`src/nsag_pkg.sv`:
```
// ----------------------------------------------------------------------------
// nsag_pkg: shared types and constants of the nearest-neighbor scaler
// Field widths, register indexes, transfer structs and divider geometry.
// ----------------------------------------------------------------------------
package nsag_pkg;

  // Field widths
  localparam int COORD_W   = 12;             // pixel coordinate
  localparam int DIM_W     = 13;             // image dimension register
  localparam int PROD_W    = COORD_W + DIM_W; // coordinate times dimension
  localparam int IDX_W     = PROD_W;         // destination pixel index
  localparam int OFF_W     = 26;             // byte offset
  localparam int QUO_W     = DIM_W;          // source coordinate before masking
  localparam int CFG_IDX_W = 3;

  // Divider geometry: quotient bits resolved per pipeline stage
  localparam int DIV_STEPS  = 2;
  localparam int DIV_STAGES = (QUO_W + DIV_STEPS - 1) / DIV_STEPS;

  localparam int MAX_DIM_DEFAULT = 4096;

  // Configuration register indexes
  localparam logic [CFG_IDX_W-1:0] CFG_SRC_WIDTH  = 3'd0;
  localparam logic [CFG_IDX_W-1:0] CFG_SRC_HEIGHT = 3'd1;
  localparam logic [CFG_IDX_W-1:0] CFG_DST_WIDTH  = 3'd2;
  localparam logic [CFG_IDX_W-1:0] CFG_DST_HEIGHT = 3'd3;

  // Input item: one destination pixel coordinate
  typedef struct packed {
    logic [COORD_W-1:0] out_col;
    logic [COORD_W-1:0] out_row;
  } in_item_t;

  // Result item
  typedef struct packed {
    logic [COORD_W-1:0] in_col;
    logic [COORD_W-1:0] in_row;
    logic [OFF_W-1:0]   in_byte_offset;
    logic [OFF_W-1:0]   out_byte_offset;
    logic               coord_error;
  } out_item_t;

  // Sideband that rides along the divider
  typedef struct packed {
    logic             err;
    logic [IDX_W-1:0] dst_idx;
  } side_t;

  // Divider request and response
  typedef struct packed {
    logic [PROD_W-1:0] dvd_col;
    logic [PROD_W-1:0] dvd_row;
    side_t             side;
  } div_req_t;

  typedef struct packed {
    logic [QUO_W-1:0] quo_col;
    logic [QUO_W-1:0] quo_row;
    side_t            side;
  } div_rsp_t;

endpackage

```
`src/nearest_scaler_address_gen_top.sv`:
```
// ----------------------------------------------------------------------------
// nearest_scaler_address_gen_top: nearest-neighbor RGB24 scaler addressing
// Maps a destination pixel to its nearest source pixel and returns both
// pixel byte offsets (index times three).
//
//   port group | dir | handshake        | payload
//   -----------+-----+------------------+----------------------------------
//   in_        | in  | in_valid/in_stall| in_item_t  (out_col, out_row)
//   out_       | out | out_valid/       | out_item_t (in_col, in_row,
//              |     |   out_stall      |   in/out_byte_offset, coord_error)
//   cfg_       | in  | cfg_we           | cfg_index, cfg_data (13 bits)
//
// One item per clock while out_stall does not hold the pipeline full; the stages
// are: input stage, seven divider stages (two quotient bits each, one in the last),
// source multiply, output register. The divider pipeline depth sets the latency.
// Synchronous active-low reset empties every stage; config registers read as 1.
// Each stage advances when it is empty or the one after it moves, so an
// output stall fills bubbles first and blocks input only when all are full.
// ----------------------------------------------------------------------------
module nearest_scaler_address_gen_top
  import nsag_pkg::*;
#(
  parameter int MAX_DIM = MAX_DIM_DEFAULT
) (
  input  logic                 clk,
  input  logic                 rst_n,
  input  logic                 in_valid,
  output logic                 in_stall,
  input  in_item_t             in_data,
  output logic                 out_valid,
  input  logic                 out_stall,
  output out_item_t            out_data,
  input  logic                 cfg_we,
  input  logic [CFG_IDX_W-1:0] cfg_index,
  input  logic [DIM_W-1:0]     cfg_data
);

  // Zero reads as one, values above MAX_DIM saturate
  function automatic logic [DIM_W-1:0] eff_dim(input logic [DIM_W-1:0] raw);
    logic [DIM_W-1:0] v;
    v = raw;
    if (raw == '0) begin
      v = DIM_W'(1);
    end else if (int'(raw) > MAX_DIM) begin
      v = DIM_W'(MAX_DIM);
    end
    return v;
  endfunction

  // Configuration registers hold the effective dimension
  logic [DIM_W-1:0] src_w_r;
  logic [DIM_W-1:0] src_h_r;
  logic [DIM_W-1:0] dst_w_r;
  logic [DIM_W-1:0] dst_h_r;

  always_ff @(posedge clk) begin
    if (!rst_n) begin
      src_w_r <= DIM_W'(1);
      src_h_r <= DIM_W'(1);
      dst_w_r <= DIM_W'(1);
      dst_h_r <= DIM_W'(1);
    end else if (cfg_we) begin
      unique case (cfg_index)
        CFG_SRC_WIDTH:  src_w_r <= eff_dim(cfg_data);
        CFG_SRC_HEIGHT: src_h_r <= eff_dim(cfg_data);
        CFG_DST_WIDTH:  dst_w_r <= eff_dim(cfg_data);
        CFG_DST_HEIGHT: dst_h_r <= eff_dim(cfg_data);
        default: ;
      endcase
    end
  end

  // Handshake chain, output side back to input side
  logic     s1_vld_r;
  div_req_t s1_req_r;
  div_req_t s1_req_nxt;
  logic     s1_rdy;
  logic     div_req_ready;
  logic     div_rsp_valid;
  div_rsp_t div_rsp;
  logic     m_vld_r;
  logic     m_rdy;
  div_rsp_t m_rsp_r;
  logic [OFF_W-1:0] m_prod_r;
  logic [OFF_W-1:0] m_prod_nxt;
  logic      out_valid_r;
  out_item_t out_data_r;
  out_item_t out_data_nxt;
  logic      out_rdy;

  assign out_rdy  = !out_valid_r || !out_stall;
  assign m_rdy    = !m_vld_r || out_rdy;
  assign s1_rdy   = !s1_vld_r || div_req_ready;
  assign in_stall = !s1_rdy;

  // Stage 1: range check, dividend products, destination index
  always_comb begin
    logic err;
    err = ({1'b0, in_data.out_col} >= dst_w_r) || ({1'b0, in_data.out_row} >= dst_h_r);
    s1_req_nxt.side.err     = err;
    s1_req_nxt.side.dst_idx = IDX_W'(in_data.out_row) * IDX_W'(dst_w_r)
                              + IDX_W'(in_data.out_col);
    s1_req_nxt.dvd_col = err ? '0 : PROD_W'(in_data.out_col) * PROD_W'(src_w_r);
    s1_req_nxt.dvd_row = err ? '0 : PROD_W'(in_data.out_row) * PROD_W'(src_h_r);
  end

  always_ff @(posedge clk) begin
    if (!rst_n) begin
      s1_vld_r <= 1'b0;
    end else if (s1_rdy) begin
      s1_vld_r <= in_valid;
    end
  end

  always_ff @(posedge clk) begin
    if (s1_rdy && in_valid) begin
      s1_req_r <= s1_req_nxt;
    end
  end

  // Divide by destination width and height
  nsag_div_pipe u_div (
    .clk       (clk),
    .rst_n     (rst_n),
    .dvs_col   (dst_w_r),
    .dvs_row   (dst_h_r),
    .req_valid (s1_vld_r),
    .req_ready (div_req_ready),
    .req       (s1_req_r),
    .rsp_valid (div_rsp_valid),
    .rsp_ready (m_rdy),
    .rsp       (div_rsp)
  );

  // Source row times source width
  assign m_prod_nxt = OFF_W'(div_rsp.quo_row) * OFF_W'(src_w_r);

  always_ff @(posedge clk) begin
    if (!rst_n) begin
      m_vld_r <= 1'b0;
    end else if (m_rdy) begin
      m_vld_r <= div_rsp_valid;
    end
  end

  always_ff @(posedge clk) begin
    if (m_rdy && div_rsp_valid) begin
      m_rsp_r  <= div_rsp;
      m_prod_r <= m_prod_nxt;
    end
  end

  // Output stage: add column, scale by three bytes per pixel; error items read as zero with coord_error set
  always_comb begin
    logic [OFF_W-1:0] src_idx;
    logic [OFF_W-1:0] dst_idx;
    src_idx = m_prod_r + OFF_W'(m_rsp_r.quo_col);
    dst_idx = OFF_W'(m_rsp_r.side.dst_idx);
    if (m_rsp_r.side.err) begin
      out_data_nxt             = '0;
      out_data_nxt.coord_error = 1'b1;
    end else begin
      out_data_nxt.in_col          = m_rsp_r.quo_col[COORD_W-1:0];
      out_data_nxt.in_row          = m_rsp_r.quo_row[COORD_W-1:0];
      out_data_nxt.in_byte_offset  = src_idx + (src_idx << 1);
      out_data_nxt.out_byte_offset = dst_idx + (dst_idx << 1);
      out_data_nxt.coord_error     = 1'b0;
    end
  end

  always_ff @(posedge clk) begin
    if (!rst_n) begin
      out_valid_r <= 1'b0;
    end else if (out_rdy) begin
      out_valid_r <= m_vld_r;
    end
  end

  always_ff @(posedge clk) begin
    if (out_rdy && m_vld_r) begin
      out_data_r <= out_data_nxt;
    end
  end

  assign out_valid = out_valid_r;
  assign out_data  = out_data_r;

endmodule

```
`src/nsag_div_pipe.sv`:
```
// ----------------------------------------------------------------------------
// nsag_div_pipe: pipelined restoring divider pair
// Divides the column and row products by the destination width and height,
// up to DIV_STEPS quotient bits per stage, with a bubble-collapsing handshake.
// ----------------------------------------------------------------------------
module nsag_div_pipe
  import nsag_pkg::*;
(
  input  logic             clk,
  input  logic             rst_n,
  input  logic [DIM_W-1:0] dvs_col,
  input  logic [DIM_W-1:0] dvs_row,
  input  logic             req_valid,
  output logic             req_ready,
  input  div_req_t         req,
  output logic             rsp_valid,
  input  logic             rsp_ready,
  output div_rsp_t         rsp
);

  // Stage registers
  logic [DIV_STAGES-1:0] vld_r;
  logic [PROD_W-1:0]     rem_col_r [DIV_STAGES];
  logic [PROD_W-1:0]     rem_row_r [DIV_STAGES];
  logic [QUO_W-1:0]      quo_col_r [DIV_STAGES];
  logic [QUO_W-1:0]      quo_row_r [DIV_STAGES];
  side_t                 side_r    [DIV_STAGES];

  // Stage inputs and next values
  logic [DIV_STAGES-1:0] src_vld;
  logic [PROD_W-1:0]     src_rem_col [DIV_STAGES];
  logic [PROD_W-1:0]     src_rem_row [DIV_STAGES];
  logic [QUO_W-1:0]      src_quo_col [DIV_STAGES];
  logic [QUO_W-1:0]      src_quo_row [DIV_STAGES];
  side_t                 src_side    [DIV_STAGES];
  logic [PROD_W-1:0]     rem_col_nxt [DIV_STAGES];
  logic [PROD_W-1:0]     rem_row_nxt [DIV_STAGES];
  logic [QUO_W-1:0]      quo_col_nxt [DIV_STAGES];
  logic [QUO_W-1:0]      quo_row_nxt [DIV_STAGES];

  // A stage can load when it is empty or its content moves on
  logic [DIV_STAGES:0] rdy;

  assign rdy[DIV_STAGES] = rsp_ready;
  assign req_ready       = rdy[0];

  genvar s;
  generate
    for (s = 0; s < DIV_STAGES; s++) begin : g_stg

      assign rdy[s] = !vld_r[s] || rdy[s+1];

      // Stage source: the request or the previous stage
      if (s == 0) begin : g_first
        assign src_vld[s]     = req_valid;
        assign src_rem_col[s] = req.dvd_col;
        assign src_rem_row[s] = req.dvd_row;
        assign src_quo_col[s] = '0;
        assign src_quo_row[s] = '0;
        assign src_side[s]    = req.side;
      end else begin : g_next
        assign src_vld[s]     = vld_r[s-1];
        assign src_rem_col[s] = rem_col_r[s-1];
        assign src_rem_row[s] = rem_row_r[s-1];
        assign src_quo_col[s] = quo_col_r[s-1];
        assign src_quo_row[s] = quo_row_r[s-1];
        assign src_side[s]    = side_r[s-1];
      end

      // Restoring steps, MSB first; quotient bits shift in from the right
      always_comb begin
        logic [PROD_W-1:0] rc;
        logic [PROD_W-1:0] rr;
        logic [QUO_W-1:0]  qc;
        logic [QUO_W-1:0]  qr;
        logic [PROD_W-1:0] dc;
        logic [PROD_W-1:0] dr;
        int                b;
        rc = src_rem_col[s];
        rr = src_rem_row[s];
        qc = src_quo_col[s];
        qr = src_quo_row[s];
        dc = '0;
        dr = '0;
        for (int j = 0; j < DIV_STEPS; j++) begin
          b = QUO_W - 1 - s * DIV_STEPS - j;
          if (b >= 0) begin
            dc = {{(PROD_W-DIM_W){1'b0}}, dvs_col} << b;
            dr = {{(PROD_W-DIM_W){1'b0}}, dvs_row} << b;
            if (rc >= dc) begin
              rc = rc - dc;
              qc = {qc[QUO_W-2:0], 1'b1};
            end else begin
              qc = {qc[QUO_W-2:0], 1'b0};
            end
            if (rr >= dr) begin
              rr = rr - dr;
              qr = {qr[QUO_W-2:0], 1'b1};
            end else begin
              qr = {qr[QUO_W-2:0], 1'b0};
            end
          end
        end
        rem_col_nxt[s] = rc;
        rem_row_nxt[s] = rr;
        quo_col_nxt[s] = qc;
        quo_row_nxt[s] = qr;
      end

      // Valid bit
      always_ff @(posedge clk) begin
        if (!rst_n) begin
          vld_r[s] <= 1'b0;
        end else if (rdy[s]) begin
          vld_r[s] <= src_vld[s];
        end
      end

      // Payload
      always_ff @(posedge clk) begin
        if (rdy[s] && src_vld[s]) begin
          rem_col_r[s] <= rem_col_nxt[s];
          rem_row_r[s] <= rem_row_nxt[s];
          quo_col_r[s] <= quo_col_nxt[s];
          quo_row_r[s] <= quo_row_nxt[s];
          side_r[s]    <= src_side[s];
        end
      end

    end
  endgenerate

  // Response from the last stage
  assign rsp_valid    = vld_r[DIV_STAGES-1];
  assign rsp.quo_col  = quo_col_r[DIV_STAGES-1];
  assign rsp.quo_row  = quo_row_r[DIV_STAGES-1];
  assign rsp.side     = side_r[DIV_STAGES-1];

endmodule

```
`config.mk`:
```
export PLATFORM = sky130hd
export DESIGN_NAME = nearest_scaler_address_gen_top
export DESIGN_NICKNAME = d
export VERILOG_FILES = /design/src/nsag_pkg.sv /design/src/nearest_scaler_address_gen_top.sv /design/src/nsag_div_pipe.sv
export SDC_FILE = /design/constraint.sdc
export NUM_CORES = 2
export LEC_CHECK = 0
export ABC_CLOCK_PERIOD_IN_PS = 14400
export BUFFER_PORTS_ARGS = -buffer_cell sky130_fd_sc_hd__buf_2
export CELL_PAD_IN_SITES_DETAIL_PLACEMENT = 0
export CELL_PAD_IN_SITES_GLOBAL_PLACEMENT = 1
export CORE_ASPECT_RATIO = 0.5
export CORE_MARGIN = 2
export CORE_UTILIZATION = 30
export CTS_BUF_LIST = sky130_fd_sc_hd__clkbuf_4 sky130_fd_sc_hd__clkbuf_8
export CTS_CLUSTER_DIAMETER = 30
export CTS_CLUSTER_SIZE = 10
export DETAILED_ROUTE_END_ITERATION = 8
export GPL_ROUTABILITY_DRIVEN = 1
export HOLD_SLACK_MARGIN = 0.03
export PLACE_DENSITY = 0.51
export SLEW_MARGIN = 15
export SYNTH_ARGS = -nofsm -noshare
export SYNTH_HDL_FRONTEND = slang
export SYNTH_SLANG_ARGS = --single-unit
```
`constraint.sdc`:
```
create_clock -name clk -period 14.4 [get_ports clk]
set_clock_uncertainty 0.2 [all_clocks]
set_input_delay 4.32 -clock clk [delete_from_list [all_inputs] [get_ports clk]]
set_output_delay 4.32 -clock clk [all_outputs]
set_load 0.005 [all_outputs]
```
==> impl_results.md <==
- Die H: around 350 µm
- Final std cells w/o fill: about 11,000
- WL per Instance: 19.4 µm
- Vias/cell: 4.76
- YS warnings: 0
- Static leakage: between 30 and 40 nW
- Fin. Hold Viols: 0
- Mean Syn Cell Area: about 10 µm²
- Yosys reg bits: 884
- Status: finished, final reports clean
- DR iter-0 viols: around 2,800
- Worst r2r path cells: 26
- Number of remaining DRC errors: 0
- # setup viols final: 0
- CTS tree: built
- Vias in the first global route: 53,291
- CTS clk-pin slew, worst paths: 0.07 ns
- Synth top area share: 33.5%
- Period utilization: about 76%
- Largest family of logic cells by synthesized area: adder cells
- Hold EP: u_div.side_r[5][2]$_DFFE_PP_
- CTS buffer count: around 190
- Post-synth cell types: just over 100
- Reg2reg start: dst_w_r[1]$_SDFFE_PN0P_
- Hold Crit Class: flip-flop to flip-flop
- Hold path startpoint: u_div.side_r[4][2]$_DFFE_PP_
- Mapped Cells: ~7,300
- MaxCap Viol Count: 0
- Setup bufs post-CTS: 0
- Critical path class: input port to output port
- Worst hold path cell count: 0
- Antenna-violating nets left: 0
- # rows: 128
- Layout cells sized above 1: just over 9%
- Setup ws final: around 3.4 ns
- Worst Path Arrival: 6.43 ns
- Post-synth ARST share: 0%
- Core area: ~240,000 µm²
- Simple-Gate Fraction of Synth Area: 15.0%
- Number of flops mapped to enable cells by yosys: 822
- CP required: about 9.9 ns
- Worst slew pin tran: ~1.1 ns
- Peak supply drop: ~0.000069 V
- Post-DP HPWL: 160 mm
- FF+latch area: about 26,000 µm²
- H-tree depth: 4
- Multi-input gate area: approximately 44,000 µm²
- Pre-CTS setup slack: around 3.3 ns
- CTS sink cnt: approximately 880
- Critical R2R Capture: u_div.rem_col_r[1][22]$_DFFE_PP_
- Post_cts resized: 0
- GR Overflow Total: 0
- Root buffer cell: clkbuf_8
- Post-placement cell count: between 10,000 and 15,000
- Syn Nets: between 8,000 and 9,000
- Hold Buf Count CTS: 0
- Top FF cell, synth: edfxtp_1
- Die Area: approximately 250,000 µm²
- Pwr dens: around 90 nW/µm²
- Worst-path fanout max: 6
- RSZ-0062 raised after global routing: false
- Initial core utilization: a little under a third
- Worst skew pair latency: 0.92 ns
- Port buffer count: roughly 120
- GRT Resource Usage Total: ~17%
- Top post-synthesis cells by area: edfxtp_1 (34%), fa_1 (13%), ha_1 (12%)
- DR vias: roughly 52,000
- Fill count: about 25,000
- IO Pins: around 120
- Fmax: 91.3 MHz
- Max_slew headroom: around a quarter
- CTS Buffer Depth: 4
- Post-synthesis compound-gate area fraction: a little under an eighth
- Global-route wire length before repair: about 330 mm
- R2R setup slack: around 6.4 ns
- Tot Pwr: between 0.007 and 0.008 W
- Post-synthesis sequential area ratio: 35.2%
- Layout Area Growth over Synthesis: 11.9%
- Routed WL: roughly 210 mm
- Largest net degree at the start of global routing: 101
- Post-synthesis adder-cell area fraction: between 20% and 30%
- Synth area leader: edfxtp_1
- Routability Congestion: ~0.79
- Synth Cell Area: around 74,000 µm²
- DR pass1 iterations: 7
- Initial antenna violation count: 31
- Nature of the critical path startpoint: input port
- Critical path endpoint category: output port
- Core Util, Final: between 30% and 40%
- Setup TNS: 0 ns
- Nets@finish: between 8,000 and 9,000
- Min Clock Period, post-route: roughly 11 ns
- Xor/xnor share of the synthesized area: between 5 and 6%
- Mux share of post-synthesis cell area: 2.09%
- Fin. max-slew vios: 0
- Die width: between 700 and 800 µm
[through the flow]
step / area, µm² / hold WS [ns]
3_5_place_dp: 78400 / 0.205
5_1_grt: 82300 / 0.195
4_1_cts: 82300 / 0.186
2_1_floorplan: 73600 / 0.200
6_report: 82300 / 0.206
3_3_place_gp: 78400 / 0.201
[per-layer routing]
metal | global-route usage [%] | up-vias | share of wire (%)
li1 | - | 25773 | -
met1 | 24.0 | 25176 | 50
met2 | 27.1 | 696 | 45
met3 | 2.15 | 277 | 3.1
met4 | 3.96 | 0 | 2.1
met5 | 0 | - | 0
[state kept, by name (all words and copies together) (netlist names), 6 cells and up]
name,flops
dst_h_r,13
dst_w_r,13
m_prod_r,26
m_rsp_r,51
out_data,77
s1_req_r,76
src_h_r,13
src_w_r,13
u_div.quo_col_r,55
u_div.quo_row_r,55
u_div.rem_col_r,150
u_div.rem_row_r,150
u_div.side_r,182
u_div.src_vld,6
[logic make-up after synthesis]
family,count (synthesis)
AO/OA/AOI/OAI,1324
XOR/XNOR,435
adder cells (fa/ha/maj),1180
buffers and inverters,1090
flip-flops,884
multiplexers,140
AND/OR/NAND/NOR,2262
[worst max path at each step]
| stage | to | startpoint |
|---|---|---|
| 3_3_place_gp | s1_req_r[49]$_SDFFCE_PP0P_ | in_data[3] |
| 6_report | in_stall | out_stall |
| 3_5_place_dp | s1_req_r[49]$_SDFFCE_PP0P_ | in_data[3] |
| 4_1_cts | in_stall | out_stall |
| 2_1_floorplan | u_div.quo_col_r[4][0]$_DFFE_PP_ | out_stall |
| 5_1_grt | in_stall | out_stall |
[area by class of cell]
class / count / area share (%)
tap: 3250 / 4.94
multi-input combinational: 5341 / 53.0
antenna: 8 / 0.0243
clock inverter: 102 / 1.36
sequential: 884 / 31.5
inverter: 895 / 4.09
timing repair buffer: 222 / 1.67
clock buffer: 216 / 3.43
[worst max-delay path, cell delays in order]
cell and delay [ns]:
buf_2 0.12, and3_1 0.34, and3_1 0.45, nand3_1 0.15, nor2_1 0.26, and2_1 0.35
and3_1 0.29, buf_2 0.14
[synthesized netlist by cell type (all sizes together) (9+ instances only)]
cell	number
o31a	16
or4	19
ha	691
and4	12
or2	25
edfxtp	822
o211ai	27
a21boi	83
o41ai	13
nand3b	10
nor3	127
nor2	400
a211oi	50
nor4	42
and2	302
a31oi	35
a221oi	10
nand4	65
fa	489
o21ai	294
o21a	68
mux2	107
nand3	97
or3	49
a211o	13
buf	27
nor3b	17
clkbuf	168
a21oi	348
and3	54
xor2	155
mux2i	33
nand2	836
o31ai	35
nand4b	12
xnor2	280
a2111oi	25
nand2b	55
o2111ai	9
nor2b	120
dfxtp	62
a21o	149
a31o	9
o21bai	50
inv	893
[report_power, final]
| group | total [W] | internal, W | leakage [nW] | switching [W] |
|---|---|---|---|---|
| clock network | 0.00290 | 0.00166 | 2.02 | 0.00124 |
| registers | 0.00298 | 0.00293 | 8.01 | 0.0000517 |
| logic | 0.00153 | 0.000633 | 23.5 | 0.000900 |
[cells in the final DEF, fill, tap and decap left out, types with 48 or more instances in the layout]
cell type	netlist	layout
nand2b_1	55	55
buf_4	5	98
a21oi_1	348	348
nor2_1	399	399
xnor2_1	280	280
or3_1	49	49
a21boi_0	81	77
mux2_2	104	104
clkbuf_8	0	192
and3_1	54	54
o21bai_1	50	50
fa_1	489	489
a211oi_1	49	48
and2_1	301	301
a21o_1	149	149
ha_1	691	691
o21a_1	68	68
nor3_1	127	126
o21ai_0	286	286
nand4_1	65	65
inv_1	889	889
nand2_1	836	836
dfxtp_1	62	62
xor2_1	155	155
nand3_1	95	95
edfxtp_1	822	822
buf_2	15	123
nor2b_1	120	115
(Power assumes the default switching activity.)
